<file path="src/gobc_ram.sv">
// Generic single-write, single-read RAM with registered read data.
module gobc_ram #(
	parameter int WIDTH = 32,
	parameter int DEPTH = 64
) (
	input  logic                     clk,
	input  logic                     we,
	input  logic [$clog2(DEPTH)-1:0] waddr,
	input  logic [WIDTH-1:0]         wdata,
	input  logic                     re,
	input  logic [$clog2(DEPTH)-1:0] raddr,
	output logic [WIDTH-1:0]         rdata
);

	logic [WIDTH-1:0] mem [DEPTH];

	always_ff @(posedge clk) begin
		if (we) begin
			mem[waddr] <= wdata;
		end
		if (re) begin
			rdata <= mem[raddr];
		end
	end

endmodule

</file>
<file path="config.mk">
export PLATFORM = sky130hd
export DESIGN_NAME = gobc_ram
export DESIGN_NICKNAME = d
export VERILOG_FILES = /design/src/gobc_ram.sv
export SDC_FILE = /design/constraint.sdc
export NUM_CORES = 2
export LEC_CHECK = 0
export BUFFER_PORTS_ARGS = -buffer_cell sky130_fd_sc_hd__buf_2
export CAP_MARGIN = 25
export CORE_ASPECT_RATIO = 0.8
export CORE_MARGIN = 2
export CORE_UTILIZATION = 40
export DETAILED_ROUTE_END_ITERATION = 10
export GPL_TIMING_DRIVEN = 0
export PLACE_DENSITY_LB_ADDON = 0.1
export SYNTH_ARGS = -nofsm -noshare
export SYNTH_HDL_FRONTEND = slang
export SYNTH_SLANG_ARGS = --single-unit
</file>
<file path="constraint.sdc">
create_clock -name clk -period 5.96 [get_ports clk]
set_clock_uncertainty 0.2 [all_clocks]
set_input_delay 1.192 -clock clk [delete_from_list [all_inputs] [get_ports clk]]
set_output_delay 1.192 -clock clk [all_outputs]
set_load 0.02 [all_outputs]
</file>
==> impl_metrics.py <==
metrics = {
    "timing": {
        "whs_ps": 500,
        "worst_pin_slew_ps": 1170,
        "min_period_over_period_pct": 84.3,
        "period_minus_slack_ps": 5030,
        "relSlewSlack_pct": 22.2,
        "rsz0062_at_grt": "false",
        "finalHoldViolCount": 0,
        "finalSetupViolations": 0,
        "fmax_mhz": 199,
        "final_max_slew_viol_count": 0,
    },
    "finish": {
        "multi_input_area_um2": 16000,
        "fin_util_pct": 47.6,
        "mostFrequentLayoutCells": "2080 x edfxtp_1, 544 x mux4_2, 203 x clkbuf_16",
        "final_common_cell": "edfxtp_1",
        "fillers": 15700,
        "post_layout_nonfiller_instances": 6525,
        "drive_gt1_share_pct": 31.2,
        "stdcell_area_um2": 93200,
        "seq_area_um2": 62500,
        "area_delta_synth_final_pct": 18.2,
        "fin_nets": 3826,
    },
    "worst_setup_path": {
        "cp_cell_sequence": "buf_2 -> buf_2 -> buf_2 -> buf_1 -> nand3b_1 -> o221ai_1 -> a21oi_1 -> a21oi_1 -> nor2_1",
        "ff2ff_setup_slack_ps": 3060,
        "crit_top_cell": "buf_2",
        "reg2regPathDepth": 4,
        "startpoint_type": "input port",
        "crit_fanout": 10,
        "slowest_delay_ps": 790,
        "path_class": "in -> reg",
        "cp-end-kind": "register",
        "slowest_stage": "buf_1",
        "reg2reg_to": "rdata[18]",
        "required_ps": 6310,
        "regToRegStartpoint": "mem[15][18]",
        "worstPathArrival_ps": 5380,
    },
    "clock_tree": {
        "cts_setup_buffers": 0,
        "cts_tree": "built",
        "cts_inserted_buffers": 201,
        "clk_pin_slew_worst_paths_ps": 60,
        "cts-root-buf": "clkbuf_16",
        "ctsResizeCount": 0,
        "holdBufCountCts": 0,
        "clock_latency_ps": 850,
        "max-clock-path-buffers": 3,
        "htreeDepth": 4,
        "clock_sinks": 2080,
    },
    "power_and_ir_drop": {
        "p_switching_mw": 6.81,
        "p_per_area_nw_per_um2": 332,
        "clkPwrFrac_pct": 41.6,
        "leakagePower_nw": 28.9,
        "peakVddDrop_v": 0.000297,
        "p_sw_share_pct": 22.0,
        "intPower_mw": 24.1,
        "power_frac_comb_pct": 5.9,
        "share_seq_of_total_power_pct": 52.5,
        "power_mw": 30.9,
    },
    "route": {
        "wl_um": 263000,
        "wire_per_inst_um": 40.3,
        "viasPerCell": 6.14,
        "drtIter0Drc": 5484,
        "drc_errors": 0,
        "ant_nets": 0,
        "vias": 40100,
        "drt-pass1-iter-count": 5,
    },
    "logic_synthesis": {
        "yosysSeqAreaShare_pct": 79.2,
        "synth_area_per_cell_um2": 23.7,
        "syn-instance-count": 3324,
        "yosysWarnings": 0,
        "synth_flop_cell": "edfxtp_1",
        "synth_area_um2": 78800,
        "synth_edf_count": 2080,
        "syn_nets": 3371,
        "synth.distinct_cells": 33,
        "async_reset_ff_share_pct": 0,
        "synth_seq_cells": 2080,
    },
    "hold_path": {
        "worstHoldStart": "wdata[28]",
        "hold_end": "mem[5][28]",
        "min_path_cells": 1,
        "holdCritPathClass": "in -> reg",
    },
    "floorplan": {
        "dieHeight_um": 401,
        "initial_utilization_pct": 40.3,
        "num_rows": 145,
        "io_pins": 79,
        "die_w_um": 500,
        "die_area_um2": 201000,
        "coreArea_um2": 196000,
    },
    "global_route": {
        "gr-usage-all-layers_pct": 26.1,
        "gr-total-overflow": 0,
        "grt_pass1_vias": 39500,
        "antenna_found_initial": 13,
        "grt_max_degree": 65,
        "grt_pass1_wl_um": 350000,
    },
    "place": {
        "io_buffers": 70,
        "placed_area_um2": 86400,
        "dp_cells": 6139,
        "gp_congestion": 0.832,
        "dpl.hpwl_um": 181000,
    },
    "job": {
        "max-cap-violations": 0,
    },
    "run_status": {
        "outcome": "finished, final reports clean",
    },
}
-- per-stage QoR --
step | setup slack, ps | TNS, ps
2_1_floorplan | 1410 | 0
3_3_place_gp | -2940 | -1788970
3_5_place_dp | 78.3 | 0
4_1_cts | 967 | 0
5_1_grt | 984 | 0
6_report | 935 | 0
-- flip-flops by register name, indices dropped and copies added (netlist names) --
signal and count:
mem 2048, rdata 32
-- synthesized netlist by cell type, types with 3 or more instances --
cell      number  area share (%)
nand2b_1       8           0.063
edfxtp_1    2080              79
buf_2         57            0.36
and3_1         4           0.032
buf_6          5           0.071
nand3b_1       5           0.048
clkbuf_1      74            0.35
o22ai_1       84            0.67
or3_1          3           0.024
nor2_1       137            0.65
o32ai_1        4           0.044
buf_4         25            0.24
mux4_2       544              16
nor3_1         7           0.044
o221ai_1      27            0.30
a41o_1         4           0.051
nand2_1       26            0.12
or3b_2         3           0.033
a22oi_1       12            0.11
mux2i_1       93             1.2
nor2b_1       15            0.12
nand3_1        5           0.032
a21oi_1       62            0.39
a311oi_1       8           0.089
buf_1         21            0.10
-- critical path, delay by kind of cell --
kind,cells,cell delay [ps]
buffers and inverters,4,2080
and+or+nand+nor,2,910
AOI/OAI and AO/OA,3,1140
-- kinds of logic (layout without fill, tap and decap cells) --
group,after synthesis,after routing,share of synthesized area (%)
DFF,2080,2080,79.2
muxes,637,637,16.7
and+or+nand+nor,223,223,1.26
AOI/OAI and AO/OA,202,202,1.67
buffers and inverters,182,807,1.12
other,0,4,0
-- area by class of cell --
cell class / count / area share [%]
Clock inverter: 118 / 1.39
Buffer: 182 / 0.956
Antenna cell: 4 / 0.0107
Clock buffer: 255 / 5.66
Timing Repair Buffer: 252 / 4.36
Sequential cell: 2080 / 67.0
Multi-Input combinational cell: 1062 / 17.1
Tap cell: 2572 / 3.45
-- layer usage --
layer | routed length (um) | part of all wire (%) | vias up | global-route usage, %
li1 | - | - | 15300 | -
met1 | 108000 | 41 | 22100 | 37.0
met2 | 123000 | 47 | 2266 | 40.6
met3 | 22500 | 8.6 | 433 | 5.19
met4 | 10200 | 3.9 | 6 | 9.31
met5 | 44 | 0.017 | - | 0
-- power by group through the flow --
| stage | Clock (mW) | Sequential [mW] | Combinational (mW) |
|---|---|---|---|
| after floorplan | 0 | 16.6 | 0.788 |
| after global placement | 0 | 16.6 | 1.66 |
| after detailed placement | 0 | 16.6 | 1.80 |
| after CTS | 13.0 | 16.3 | 1.80 |
| after global routing | 13.6 | 16.2 | 1.88 |
| final | 12.9 | 16.2 | 1.81 |
-- worst max-delay path by stage --
| stage | endpoint | from | depth (start not counted) | slack (ps) |
|---|---|---|---|---|
| finish | rdata[19] | raddr[1] | 9 | 930 |
| global route | rdata[19] | raddr[1] | 9 | 980 |
| CTS | rdata[19] | raddr[1] | 9 | 970 |
| detailed placement | rdata[19] | raddr[1] | 9 | 80 |
| global placement | mem[48][20] | waddr[3] | 4 | -2940 |
| floorplan | mem[48][0] | waddr[3] | 4 | 1410 |
Power figures use the tool's default switching activity.
